File: src/hw/rtl/cross_entropy_loss_mean_top_assert.svh
// assertion macros for the cross entropy loss block
// used by cross_entropy_loss_mean_top only
`ifndef CROSS_ENTROPY_LOSS_MEAN_TOP_ASSERT_SVH
`define CROSS_ENTROPY_LOSS_MEAN_TOP_ASSERT_SVH
// implication checked on every clock, off during reset
`define CEL_ASSERT_IMP(label, clk, rst_n, a, b) \
    label: assert property (@(posedge clk) disable iff (!rst_n) (a) |-> (b)) \
        else $error("assertion failed");
// next-cycle implication
`define CEL_ASSERT_NEXT(label, clk, rst_n, a, b) \
    label: assert property (@(posedge clk) disable iff (!rst_n) (a) |=> (b)) \
        else $error("assertion failed");
`endif

File: src/hw/rtl/cel_pkg.sv
// shared types and constants for the cross entropy loss block
// no dependencies
package cel_pkg;
    localparam logic [27:0] CLIP_LOW_RESET  = 28'd60;
    localparam logic [27:0] CLIP_HIGH_RESET = 28'd71868951;
    localparam logic [27:0] LN2_Q28         = 28'd186065280;
    localparam logic signed [19:0] LOSS_MAX = 20'sd524287;
    localparam logic signed [19:0] LOSS_MIN = -20'sd524288;
    localparam logic REG_CLIP_LOW  = 1'b0;
    localparam logic REG_CLIP_HIGH = 1'b1;

    // one finished sample passed from front to back
    typedef struct packed {
        logic [27:0] value;
        logic        found;
        logic        end_batch;
    } cel_job_t;

    typedef enum logic [2:0] {
        ST_IDLE,
        ST_LOG,
        ST_MUL,
        ST_DIV,
        ST_OUT
    } cel_state_t;
endpackage

File: src/hw/rtl/cel_front.sv
// front part: selects the target element of each sample and clamps it
// depends on cel_pkg
module cel_front #(
    parameter int MAX_CLASSES = 1024
) (
    input  logic              clk,
    input  logic              rst_n,
    input  logic              in_valid,
    input  logic [27:0]       probability,
    input  logic [9:0]        class_index,
    input  logic [9:0]        target_class,
    input  logic              end_sample,
    input  logic              end_batch,
    input  logic [27:0]       clip_low,
    input  logic [27:0]       clip_high,
    output logic              job_valid,
    output cel_pkg::cel_job_t job
);
    logic [27:0] sel_reg;
    logic        found_reg;
    logic        match;
    logic [27:0] sel_now;
    logic        found_now;
    logic [27:0] clamped;

    // classes at or beyond the class limit never match
    always_comb
    begin
        match     = (class_index == target_class) && (int'(class_index) < MAX_CLASSES);
        sel_now   = match ? probability : sel_reg;
        found_now = match | found_reg;
        clamped   = (sel_now < clip_high) ? sel_now : clip_high;
        if (clamped < clip_low)
        begin
            clamped = clip_low;
        end
    end

    assign job_valid     = in_valid && (end_sample || end_batch);
    assign job.value     = clamped;
    assign job.found     = found_now;
    assign job.end_batch = end_batch;

    always_ff @(posedge clk or negedge rst_n)
    begin
        if (!rst_n)
        begin
            sel_reg   <= '0;
            found_reg <= 1'b0;
        end
        else if (in_valid)
        begin
            if (end_sample || end_batch)
            begin
                sel_reg   <= '0;
                found_reg <= 1'b0;
            end
            else
            begin
                sel_reg   <= sel_now;
                found_reg <= found_now;
            end
        end
    end
endmodule

File: src/hw/rtl/cel_fifo.sv
// short job queue between front and back
// depends on cel_pkg
module cel_fifo (
    input  logic              clk,
    input  logic              rst_n,
    input  logic              wr_en,
    input  cel_pkg::cel_job_t wr_data,
    input  logic              rd_en,
    output cel_pkg::cel_job_t rd_data,
    output logic              empty,
    output logic              full
);
    cel_pkg::cel_job_t mem_reg [4];
    logic [1:0] wp_reg;
    logic [1:0] rp_reg;
    logic [2:0] cnt_reg;

    assign empty   = (cnt_reg == 3'd0);
    assign full    = (cnt_reg == 3'd4);
    assign rd_data = mem_reg[rp_reg];

    always_ff @(posedge clk)
    begin
        if (wr_en)
        begin
            mem_reg[wp_reg] <= wr_data;
        end
    end

    always_ff @(posedge clk or negedge rst_n)
    begin
        if (!rst_n)
        begin
            wp_reg  <= '0;
            rp_reg  <= '0;
            cnt_reg <= '0;
        end
        else
        begin
            if (wr_en)
            begin
                wp_reg <= wp_reg + 2'd1;
            end
            if (rd_en)
            begin
                rp_reg <= rp_reg + 2'd1;
            end
            cnt_reg <= cnt_reg + {2'd0, wr_en} - {2'd0, rd_en};
        end
    end
endmodule

File: src/hw/rtl/cel_back.sv
// back part: logarithm by squaring, ln2 scaling, accumulation, mean division
// depends on cel_pkg
module cel_back #(
    parameter int MAX_BATCH = 65536,
    parameter int CNT_W     = 17
) (
    input  logic              clk,
    input  logic              rst_n,
    input  logic              job_valid,
    input  cel_pkg::cel_job_t job,
    output logic              job_take,
    output logic              out_valid,
    input  logic              out_ready,
    output logic [19:0]       sample_loss,
    output logic              target_missing,
    output logic [19:0]       batch_mean,
    output logic              mean_valid
);
    localparam int SUM_W = CNT_W + 21;

    cel_pkg::cel_state_t st_reg, st_next;
    logic [32:0] m_reg;
    logic [29:0] frac_reg;
    logic [4:0]  it_reg;
    logic signed [5:0] e_reg;
    logic        zero_reg, found_reg, eb_reg;
    logic signed [19:0] loss_reg;
    logic signed [SUM_W-1:0] sum_reg;
    logic [CNT_W-1:0] cnt_reg;
    logic [SUM_W-1:0] rem_reg, quo_reg;
    logic [6:0]  dstep_reg;
    logic        dneg_reg;
    logic signed [19:0] mean_reg;
    logic        meanv_reg;

    logic [4:0]  lead;
    logic [63:0] sq;
    logic [32:0] sqt;
    logic signed [36:0] lg;
    logic signed [66:0] prod;
    logic [66:0] mag;
    logic [66:0] rnd;
    logic signed [19:0] loss_c;
    logic [SUM_W-1:0] absum;
    logic [SUM_W:0] trial;
    logic signed [SUM_W:0] qs;

    always_comb
    begin
        lead = 5'd0;
        for (int i = 0; i < 28; i++)
        begin
            if (job.value[i])
            begin
                lead = 5'(i);
            end
        end
        sq   = {31'd0, m_reg} * {31'd0, m_reg};
        sqt  = 33'(sq >> 31);
        lg   = 37'(e_reg - 6'sd16) * 37'sd1073741824 + $signed({7'd0, frac_reg});
        prod = -(67'(lg) * $signed({39'd0, cel_pkg::LN2_Q28}));
        mag  = prod[66] ? 67'(-prod) : prod;
        rnd  = (mag + (67'd1 << 41)) >> 42;
        if (zero_reg)
        begin
            loss_c = cel_pkg::LOSS_MAX;
        end
        else if (!prod[66])
        begin
            loss_c = (rnd > 67'd524287) ? cel_pkg::LOSS_MAX : 20'(rnd);
        end
        else
        begin
            loss_c = (rnd > 67'd524288) ? cel_pkg::LOSS_MIN : 20'(-rnd);
        end
        absum = sum_reg[SUM_W-1] ? SUM_W'(-sum_reg) : SUM_W'(sum_reg);
        trial = {rem_reg, quo_reg[SUM_W-1]} - {1'b0, {(SUM_W-CNT_W){1'b0}}, cnt_reg};
        qs    = dneg_reg ? -$signed({1'b0, quo_reg}) : $signed({1'b0, quo_reg});
    end

    // state sequencing
    always_comb
    begin
        st_next  = st_reg;
        job_take = 1'b0;
        unique case (st_reg)
            cel_pkg::ST_IDLE:
                if (job_valid)
                begin
                    job_take = 1'b1;
                    st_next  = job.found ? cel_pkg::ST_LOG : cel_pkg::ST_MUL;
                end
            cel_pkg::ST_LOG:
                if (it_reg == 5'd29) st_next = cel_pkg::ST_MUL;
            cel_pkg::ST_MUL:
                st_next = eb_reg ? cel_pkg::ST_DIV : cel_pkg::ST_OUT;
            cel_pkg::ST_DIV:
                if (cnt_reg == '0 || dstep_reg == 7'(SUM_W + 1)) st_next = cel_pkg::ST_OUT;
            cel_pkg::ST_OUT:
                if (out_ready) st_next = cel_pkg::ST_IDLE;
            default:
                st_next = cel_pkg::ST_IDLE;
        endcase
    end

    assign out_valid      = (st_reg == cel_pkg::ST_OUT);
    assign sample_loss    = loss_reg;
    assign target_missing = !found_reg;
    assign batch_mean     = meanv_reg ? mean_reg : 20'sd0;
    assign mean_valid     = meanv_reg;

    always_ff @(posedge clk or negedge rst_n)
    begin
        if (!rst_n)
        begin
            st_reg  <= cel_pkg::ST_IDLE;
            sum_reg <= '0;
            cnt_reg <= '0;
        end
        else
        begin
            st_reg <= st_next;
            if (st_reg == cel_pkg::ST_MUL && found_reg && cnt_reg < CNT_W'(MAX_BATCH))
            begin
                sum_reg <= sum_reg + SUM_W'(loss_c);
                cnt_reg <= cnt_reg + 1'b1;
            end
            if (st_reg == cel_pkg::ST_OUT && out_ready && meanv_reg)
            begin
                sum_reg <= '0;
                cnt_reg <= '0;
            end
        end
    end

    always_ff @(posedge clk)
    begin
        unique case (st_reg)
            cel_pkg::ST_IDLE:
            begin
                m_reg     <= 33'({5'd0, job.value} << (5'd31 - lead));
                e_reg     <= $signed({1'b0, lead});
                zero_reg  <= (job.value == '0);
                found_reg <= job.found;
                eb_reg    <= job.end_batch;
                frac_reg  <= '0;
                it_reg    <= '0;
            end
            cel_pkg::ST_LOG:
            begin
                it_reg <= it_reg + 5'd1;
                if (sqt[32])
                begin
                    frac_reg[5'd29 - it_reg] <= 1'b1;
                    m_reg <= sqt >> 1;
                end
                else
                begin
                    m_reg <= sqt;
                end
            end
            cel_pkg::ST_MUL:
            begin
                loss_reg  <= found_reg ? loss_c : 20'sd0;
                meanv_reg <= eb_reg;
                dstep_reg <= '0;
                rem_reg   <= '0;
            end
            cel_pkg::ST_DIV:
            begin
                if (dstep_reg == 7'd0)
                begin
                    // bias by half the count, then restoring division
                    dneg_reg <= sum_reg[SUM_W-1];
                    quo_reg  <= absum + SUM_W'(cnt_reg >> 1);
                    dstep_reg <= 7'd1;
                end
                else if (dstep_reg <= 7'(SUM_W))
                begin
                    dstep_reg <= dstep_reg + 7'd1;
                    if (!trial[SUM_W])
                    begin
                        rem_reg <= trial[SUM_W-1:0];
                        quo_reg <= {quo_reg[SUM_W-2:0], 1'b1};
                    end
                    else
                    begin
                        rem_reg <= {rem_reg[SUM_W-2:0], quo_reg[SUM_W-1]};
                        quo_reg <= {quo_reg[SUM_W-2:0], 1'b0};
                    end
                end
                if (cnt_reg == '0)
                begin
                    mean_reg <= 20'sd0;
                end
                else if (dstep_reg == 7'(SUM_W + 1))
                begin
                    if (qs > $signed({{(SUM_W-19){1'b0}}, 20'd524287}))
                        mean_reg <= cel_pkg::LOSS_MAX;
                    else if (qs < -$signed({{(SUM_W-19){1'b0}}, 20'd524288}))
                        mean_reg <= cel_pkg::LOSS_MIN;
                    else
                        mean_reg <= 20'(qs);
                end
            end
            cel_pkg::ST_OUT:
            begin
            end
            default:
            begin
            end
        endcase
    end
endmodule

File: src/hw/rtl/cross_entropy_loss_mean_top.sv
// flow: a job is taken from the queue in idle, then runs the logarithm by squaring
// (found samples only), scaling and output; a batch end adds the mean division
// throughput: one request per cycle while the four-entry job queue has room;
// the back end takes a new sample only after the last one has been output
// reset: asynchronous active low; clears clamps to defaults and the control and sum registers
module cross_entropy_loss_mean_top #(
    parameter int MAX_CLASSES = 1024,
    parameter int MAX_BATCH   = 65536
) (
    input  logic        clk,
    input  logic        rst_n,
    input  logic        s_axis_tvalid,
    output logic        s_axis_tready,
    // probability[27:0], class_index[37:28], target_class[47:38]
    input  logic [47:0] s_axis_tdata,
    input  logic        s_axis_tlast,   // last_in_sample
    input  logic        s_axis_tuser,   // last_in_batch
    output logic        m_axis_tvalid,
    input  logic        m_axis_tready,
    // sample_loss[19:0], batch_mean[39:20]
    output logic [39:0] m_axis_tdata,
    output logic        m_axis_tlast,   // mean_valid
    output logic        m_axis_tuser,   // target_missing
    input  logic        cfg_we,
    input  logic        cfg_index,
    input  logic [27:0] cfg_data
);
    localparam int CNT_W = $clog2(MAX_BATCH + 1);

    logic [27:0] clip_low_reg, clip_high_reg;
    logic job_valid, full, empty, take;
    cel_pkg::cel_job_t job_in, job_out;
    logic [19:0] loss, mean;

    // clamp registers
    always_ff @(posedge clk or negedge rst_n)
    begin
        if (!rst_n)
        begin
            clip_low_reg  <= cel_pkg::CLIP_LOW_RESET;
            clip_high_reg <= cel_pkg::CLIP_HIGH_RESET;
        end
        else if (cfg_we)
        begin
            if (cfg_index == cel_pkg::REG_CLIP_LOW)
                clip_low_reg <= cfg_data;
            else
                clip_high_reg <= cfg_data;
        end
    end

    // stall input only while the job queue is full
    assign s_axis_tready = !full;

    cel_front #(.MAX_CLASSES(MAX_CLASSES)) u_front (
        .clk(clk), .rst_n(rst_n),
        .in_valid(s_axis_tvalid && s_axis_tready),
        .probability(s_axis_tdata[27:0]),
        .class_index(s_axis_tdata[37:28]),
        .target_class(s_axis_tdata[47:38]),
        .end_sample(s_axis_tlast), .end_batch(s_axis_tuser),
        .clip_low(clip_low_reg), .clip_high(clip_high_reg),
        .job_valid(job_valid), .job(job_in)
    );

    cel_fifo u_fifo (
        .clk(clk), .rst_n(rst_n),
        .wr_en(job_valid), .wr_data(job_in),
        .rd_en(take), .rd_data(job_out),
        .empty(empty), .full(full)
    );

    cel_back #(.MAX_BATCH(MAX_BATCH), .CNT_W(CNT_W)) u_back (
        .clk(clk), .rst_n(rst_n),
        .job_valid(!empty), .job(job_out), .job_take(take),
        .out_valid(m_axis_tvalid), .out_ready(m_axis_tready),
        .sample_loss(loss), .target_missing(m_axis_tuser),
        .batch_mean(mean), .mean_valid(m_axis_tlast)
    );

    assign m_axis_tdata = {mean, loss};

`include "cross_entropy_loss_mean_top_assert.svh"
    // queue never overflows or underflows
    `CEL_ASSERT_IMP(a_no_ovf, clk, rst_n, full, !job_valid)
    `CEL_ASSERT_IMP(a_no_udf, clk, rst_n, take, !empty)
    // mean field is zero unless flagged
    `CEL_ASSERT_IMP(a_mean_zero, clk, rst_n, m_axis_tvalid && !m_axis_tlast,
        m_axis_tdata[39:20] == 20'd0)
endmodule
File: config.mk
export PLATFORM = sky130hd
export DESIGN_NAME = cross_entropy_loss_mean_top
export DESIGN_NICKNAME = d
export VERILOG_FILES = /design/src/hw/rtl/cel_pkg.sv /design/src/hw/rtl/cel_front.sv /design/src/hw/rtl/cel_fifo.sv /design/src/hw/rtl/cel_back.sv /design/src/hw/rtl/cross_entropy_loss_mean_top.sv
export VERILOG_INCLUDE_DIRS = /design/src /design/src/hw/rtl
export SDC_FILE = /design/constraint.sdc
export NUM_CORES = 2
export LEC_CHECK = 0
export BUFFER_PORTS_ARGS = -buffer_cell sky130_fd_sc_hd__buf_4
export CORE_MARGIN = 5
export CORE_UTILIZATION = 45
export CTS_BUF_LIST = sky130_fd_sc_hd__clkbuf_2
export DETAILED_ROUTE_END_ITERATION = 6
export PLACE_DENSITY = 0.56
export REMOVE_ABC_BUFFERS = 1
export SYNTH_ARGS = -nofsm -noshare
export SYNTH_HDL_FRONTEND = slang
export SYNTH_SLANG_ARGS = --single-unit
File: constraint.sdc
create_clock -name clk -period 35.2 [get_ports clk]
set_input_delay 7.04 -clock clk [delete_from_list [all_inputs] [get_ports clk]]
set_output_delay 7.04 -clock clk [all_outputs]
set_load 0.005 [all_outputs]
==> Word level (Yosys, flattened, before mapping) <==
Memories as Yosys holds them, arrays and structs flattened.
Cells that the tools add are included.
{ "totals": {"out_inout_bits": 44, "inputBits": 84, "mem_count": 1, "regBits": 351, "ramBits": 120, "elab_cells": 182} }
{ "op_classes": {"n_reduce_logical": 30, "n_mux": 75, "magnitude_cmp": 10, "n_mul": 2, "shift": 1, "bitwise_logic": 3, "eq_ne": 16, "addsub": 20} }
{ "memory_table": {"columns": ["name", "words", "word_bits", "read_ports", "rd_clocked_by_memory_dff", "write_ports", "line", "source"], "rows": [
  ["u_fifo.mem_reg", 4, 30, 1, 0, 1, "cel_fifo.sv:13", "cel_pkg::cel_job_t mem_reg [4];"]
]} }
{ "ops": {"columns": ["op", "count"], "rows": [
  ["38-bit two-way mux", 8],
  ["20-bit two-way mux", 8],
  ["67-bit negator", 2],
  ["5-bit two-way mux", 26],
  ["28-bit two-way mux", 4],
  ["38-bit one-hot mux with 2 select lines", 1],
  ["67-bit by 42-bit adder with 67-bit output, second input constant", 1],
  ["67-bit two-way mux", 1],
  ["33-bit one-hot mux with 2 select lines", 1],
  ["33-bit by 33-bit multiplier with 64-bit output", 1],
  ["30-bit one-hot mux with 2 select lines", 1],
  ["37-bit by 22-bit multiplier with 59-bit output, second input constant", 1],
  ["28-bit less-than comparator", 2],
  ["39-bit by 20-bit greater-than comparator with 1-bit output, second input constant", 1],
  ["39-bit by 20-bit less-than comparator with 1-bit output, second input constant", 1],
  ["39-bit two-way mux", 1],
  ["38-bit negator with 39-bit output", 1],
  ["39-bit by 17-bit subtractor with 39-bit output", 1],
  ["38-bit by 16-bit adder with 38-bit output", 1],
  ["38-bit by 20-bit adder with 38-bit output", 1],
  ["38-bit negator", 1],
  ["36-bit by 31-bit adder with 37-bit output", 1],
  ["17-bit two-way mux", 2],
  ["28-bit by 5-bit << shifter with 33-bit output", 1],
  ["other kinds (48)", 88]
]} }

==> Depth between registers and ports, before layout <==
An unclocked memory read counts as a cell.
{ "logic_depth": {"depth_word": 31, "ltp_mapped": 68, "depth_no_buf": 63} }

==> Modules after synthesis <==
From an unflattened synthesis, not the netlist that was laid out.
{ "unflattened": {"hier_cells": 7748, "area_unflattened_um2": 75299.7} }
{ "by_module_without_submodules": {"columns": ["mod", "seq_area_each_um2", "area_each_um2", "instances", "cells_per_inst"], "rows": [
  ["cel_back", 7487.2, 64490.6, 1, 6957],
  ["cel_fifo", 3778.6, 4758.3, 1, 191],
  ["cel_front", 725.7, 3856.2, 1, 478],
  ["cross_entropy_loss_mean_top", 1418.9, 2194.6, 1, 122]
]} }

==> Worst setup path before layout <==
Ideal clock, no wire load.
{ "synth_timing": {"kind": "register -> register", "startpoint": "register u_back.e_reg[4]", "endpoint": "register u_back.sum_reg[37]", "path_stages_with_launch": 62, "required_time_ps": 35074, "t_arrival_ps": 15127, "synth_period_minus_slack_ps": 15253, "setup_slack_ps": 19947, "path_buffers": 7, "setup_time_ps": 126, "path_cell_list": "edfxtp_1 clkbuf_1 inv_1 ha_1 inv_1 ha_1 inv_1 fa_1 inv_1 fa_1 fa_1 fa_1 ha_1 clkbuf_1 nand2_1 nor4_1 nand2_1 a2111oi_0 [26 not listed] a21o_1 a21o_1 a21o_1 a21oi_1 o21ba_2 o21bai_1 a2111o_1 o2111ai_1 a41oi_1 o41ai_1 o21ai_0 a21oi_1 a21oi_1 a41o_1 o41ai_1 nand2b_1 nor3_1 o32a_1"} }
{ "synth_between": {"elab_chain_cells": 14, "word_cells_on_any_way": 17, "cone_classes": "add/sub (7); mul (1); order compare (2); mux (7)"} }
{ "synth_lines": {"columns": ["item", "line", "source"], "rows": [
  ["from (decl)", "cel_back.sv:25", "logic signed [5:0] e_reg;"],
  ["from (signal assigned)", "cel_back.sv:142", "e_reg <= $signed({1'b0, lead});"],
  ["5-bit by 5-bit subtractor with 6-bit output *", "cel_back.sv:60", "lg = 37'(e_reg - 6'sd16) * 37'sd1073741824 + $signed({7'd0, frac_reg});"],
  ["36-bit by 31-bit adder with 37-bit output *", "cel_back.sv:60", null],
  ["37-bit by 22-bit multiplier with 59-bit output *", "cel_back.sv:61", "prod = -(67'(lg) * $signed({39'd0, cel_pkg::LN2_Q28}));"],
  ["67-bit negator *", "cel_back.sv:61", null],
  ["67-bit negator", "cel_back.sv:62", "mag = prod[66] ? 67'(-prod) : prod;"],
  ["67-bit two-way mux", "cel_back.sv:62", null],
  ["67-bit by 42-bit adder with 67-bit output", "cel_back.sv:63", "rnd = (mag + (67'd1 << 41)) >> 42;"],
  ["20-bit negator, or another cell as far along", "cel_back.sv:74", "loss_c = (rnd > 67'd524288) ? cel_pkg::LOSS_MIN : 20'(-rnd);"],
  ["20-bit two-way mux, on equally long branches", "cel_back.sv:74, cel_back.sv:70", null],
  ["20-bit two-way mux *", "cel_back.sv:68", "else if (!prod[66])"],
  ["20-bit two-way mux *", "cel_back.sv:64", "if (zero_reg)"],
  ["via u_back.loss_c[1]", "cel_back.sv:43", "logic signed [19:0] loss_c;"],
  ["38-bit by 20-bit adder with 38-bit output *", "cel_back.sv:125", "sum_reg <= sum_reg + SUM_W'(loss_c);"],
  ["38-bit two-way mux *", "cel_back.sv:123", "if (st_reg == cel_pkg::ST_MUL && found_reg && cnt_reg < CNT_W'(MAX_BATCH))"],
  ["38-bit two-way mux *", "cel_back.sv:128", "if (st_reg == cel_pkg::ST_OUT && out_ready && meanv_reg)"],
  ["to (signal assigned)", "cel_back.sv:125", null],
  ["to (decl)", "cel_back.sv:28", "logic signed [SUM_W-1:0] sum_reg;"]
]} }
The timed path passes the listed nets; every way through them passes the cells marked *. The select of a mux whose other input is x is not followed.
A chain may end at the register's enable or synchronous reset.

==> Final worst setup path <==
{ "layout_timing": {"startpoint": "register u_back.frac_reg[20]", "endpoint": "register u_back.sum_reg[37]"} }
{ "layout_between": {"elab_chain_cells": 13, "word_cells_on_any_way": 16, "cone_classes": "add/sub (6); mul (1); order compare (2); mux (7)"} }
{ "layout_lines": {"columns": ["item", "line", "source"], "rows": [
  ["from (decl)", "cel_back.sv:23", "logic [29:0] frac_reg;"],
  ["from (signal assigned)", "cel_back.sv:146", "frac_reg <= '0;"],
  ["from (signal, indexed assignment)", "cel_back.sv:154", "frac_reg[5'd29 - it_reg] <= 1'b1;"],
  ["36-bit by 31-bit adder with 37-bit output *", "cel_back.sv:60", null],
  ["37-bit by 22-bit multiplier with 59-bit output *", "cel_back.sv:61", null],
  ["67-bit negator *", "cel_back.sv:61", null],
  ["67-bit negator", "cel_back.sv:62", null],
  ["67-bit two-way mux", "cel_back.sv:62", null],
  ["67-bit by 42-bit adder with 67-bit output", "cel_back.sv:63", null],
  ["20-bit negator, or another cell as far along", "cel_back.sv:74", null],
  ["20-bit two-way mux, on equally long branches", "cel_back.sv:74, cel_back.sv:70", null],
  ["20-bit two-way mux *", "cel_back.sv:68", null],
  ["20-bit two-way mux *", "cel_back.sv:64", null],
  ["via u_back.loss_c[1]", "cel_back.sv:43", null],
  ["38-bit by 20-bit adder with 38-bit output *", "cel_back.sv:125", null],
  ["38-bit two-way mux *", "cel_back.sv:123", null],
  ["38-bit two-way mux *", "cel_back.sv:128", null]
]} }
Marked as above.

==> out/qor.yml <==
timing:
  holdWs_ps: 494
  fin_crit_ps: 17670
  finalSetupViolCount: 0
  report.final.slew_viol_count: 0
  tightest_slew_ps: 1130
  tns_ps: 0
  max_freq_mhz: 56.6
  post-route-period-util: 0.502
  relSlewSlack: 0.243
  final-hold-violation-count: 0
  rsz0062_at_grt: "false"
  clock_skew_ps: 123
clock_network:
  cts.clk_slew.worst_paths_ps: 110
  cts_root_buf: "clkbuf_2"
  cts.repair.resized: 0
  cts_tree: "built"
  cts_buffers: 137
  clk_path_buf_depth: 3
  insertion_delay_ps: 1550
  clkSinkCount: 471
  post_cts_buffers: 0
  htreeDepth: 4
  cts_hold_buf: 0
route:
  drc: 0
  wl_per_cell_um: 20.0
  ant_nets: 0
  via_count: 53900
  vias_per_cell: 5.38
  wl_mm: 200
  drt-pass1-iter-count: 5
  drt_iter0_markers: 3005
worst_setup_path:
  cpPeakStageDelay_ps: 830
  path_class: "reg -> reg"
  cpMaxStageDelayCell: "o41ai_1"
  rrSetupSlack_ps: 17530
  endpoint_kind: "register"
  crit_path_start_kind: "register"
  cp_common_cell: "fa_1"
  crit_path_max_fanout: 19
  cp_data_arrival_time_ps: 19190
  critical_path_required_ps: 36710
logic_synthesis:
  yosys_warnings: 0
  synth_top_area_share: 0.311
  ys_seq_area_frac: 0.182
  synth-edff-count: 321
  synth_compound_area_frac: 0.0991
  synth_mux_area_frac: 0.0397
  yosys_most_used_dff: "edfxtp_1"
  synth_common_cells: "inv_1, fa_1, ha_1, nand2_1, nor2_1"
  synth_top_family_by_area: "adder cells"
  synth.largest_area_cell: "fa_1"
  synthesis.area_um2: 73800
  synth.distinct_cells: 110
  synth-adder-area-share: 0.421
  synth_cells: 7627
  yosysMostFrequentCell: "inv_1"
  synth_xor_area_frac: 0.0395
  ys_ff_latch: 471
  synth_simple_gate_area_frac: 0.132
  avgSynthCellArea_um2: 9.68
  synth_area_leaders: "fa_1, edfxtp_1, ha_1, inv_1, dfrtp_1"
  synthArstFlopShare: 0.318
global_routing:
  antenna_found_initial: 5
  grtUsageTotal: 0.236
  grt_max_degree: 92
  grt_pass1_vias: 57100
  grt_remaining_overflow: 0
  grt_pass1_wl_mm: 323
place:
  hpwlAfterDp_mm: 158
  port_buffers: 127
  dp_cells: 9746
  dpl_cell_area_um2: 77200
  place_congestion: 0.898
layout:
  largest_reg_flops: 120
  design_area_um2: 78600
  final_cells: 10000
  syn_to_final_growth_pct: 6.41
  drive_gt1_frac: 0.0885
  seq_area_um2: 13400
  fill_cells: 15700
  finalNetCount: 9591
  multi_input_area_um2: 54100
outcome:
  outcome: "finished, final reports clean"
floorplanning:
  fp.dieW_um: 415
  placementRows: 148
  start_util: 0.453
  core_um2: 163000
  io_pins: 128
  die_h_um: 415
  die-area_um2: 172000
flow_run:
  maxCapViolCount: 0
min_path:
  hold_class: "reg -> reg"
[kinds of logic after synthesis]
family | Yosys count
AND/OR/NAND/NOR | 1955
adder cells (fa/ha/maj) | 1797
buffers and inverters | 1708
AO/OA/AOI/OAI | 1123
flip-flops | 471
XOR/XNOR | 331
multiplexers | 241
other | 1
[layer usage]
metal / global-route usage / share of wire
met2: 0.393 / 0.48
met5: 0 / 0.000065
met4: 0.0530 / 0.021
met3: 0.0393 / 0.057
met1: 0.324 / 0.44
[final timing paths]
kind                                startpoint             endpoint  cells after the start
max in group asynchronous                rst_n   u_back.sum_reg[10]                      2
min in group asynchronous                rst_n  u_front.sel_reg[17]                      1
hold / removal               u_front.found_reg    u_front.found_reg                      2
hold reg to reg              u_front.found_reg    u_front.found_reg                      2
setup reg to reg           u_back.frac_reg[20]   u_back.sum_reg[37]                     54
setup / recovery           u_back.frac_reg[20]   u_back.sum_reg[37]                     54
[layout by cell type, fill, tap and decap left out, drive strengths merged, types with 26 or more instances in the layout]
master / synthesis / routed
inv: 1431 / 1438
fa: 1145 / 1145
ha: 652 / 652
nand2: 593 / 593
nor2: 410 / 410
edfxtp: 321 / 321
o21ai: 312 / 312
and2: 306 / 306
a21oi: 273 / 273
buf: 28 / 213
clkbuf: 241 / 200
xnor2: 184 / 184
xor2: 146 / 146
dfrtp: 136 / 136
nor3: 120 / 120
nand3: 117 / 117
mux2: 114 / 114
mux2i: 97 / 97
a21o: 89 / 89
nand4: 75 / 75
nor4: 53 / 53
or3: 45 / 45
o31ai: 45 / 45
clkinv: 8 / 45
o21a: 42 / 42
a211oi: 41 / 41
o21bai: 40 / 40
and3: 39 / 39
nor2b: 38 / 38
nand2b: 37 / 37
or4: 32 / 32
mux4: 30 / 30
a22o: 28 / 28
a21boi: 26 / 26
or2: 26 / 26
[stage by stage]
step,setup slack (ps),util
3_5_place_dp,17590,0.474
6_report,17530,0.482
3_3_place_gp,17830,0.474
2_1_floorplan,17750,-
5_1_grt,16280,0.482
4_1_cts,17630,0.482
[cell type report]
type	count	share of cell area
multi-input combinational	5448	0.689
sequential	471	0.171
antenna	11	0.000350
clock buffer	200	0.0127
clock inverter	50	0.00362
timing repair buffer	213	0.0204
tap	2175	0.0346
inverter	1439	0.0688
[worst max-delay path, delay by kind of cell, from the launching register on]
| family | cells | cell delay (ps) |
|---|---|---|
| AND/OR/NAND/NOR | 17 | 4930 |
| adder cells (fa/ha/maj) | 9 | 4160 |
| buffers and inverters | 3 | 410 |
| XOR/XNOR | 2 | 740 |
| flip-flops | 1 | 600 |
| multiplexers | 1 | 230 |
| AO/OA/AOI/OAI | 22 | 6610 |
Power is not shown: default switching activity piles up to over one toggle a cycle in this logic, so the estimate is an artifact.
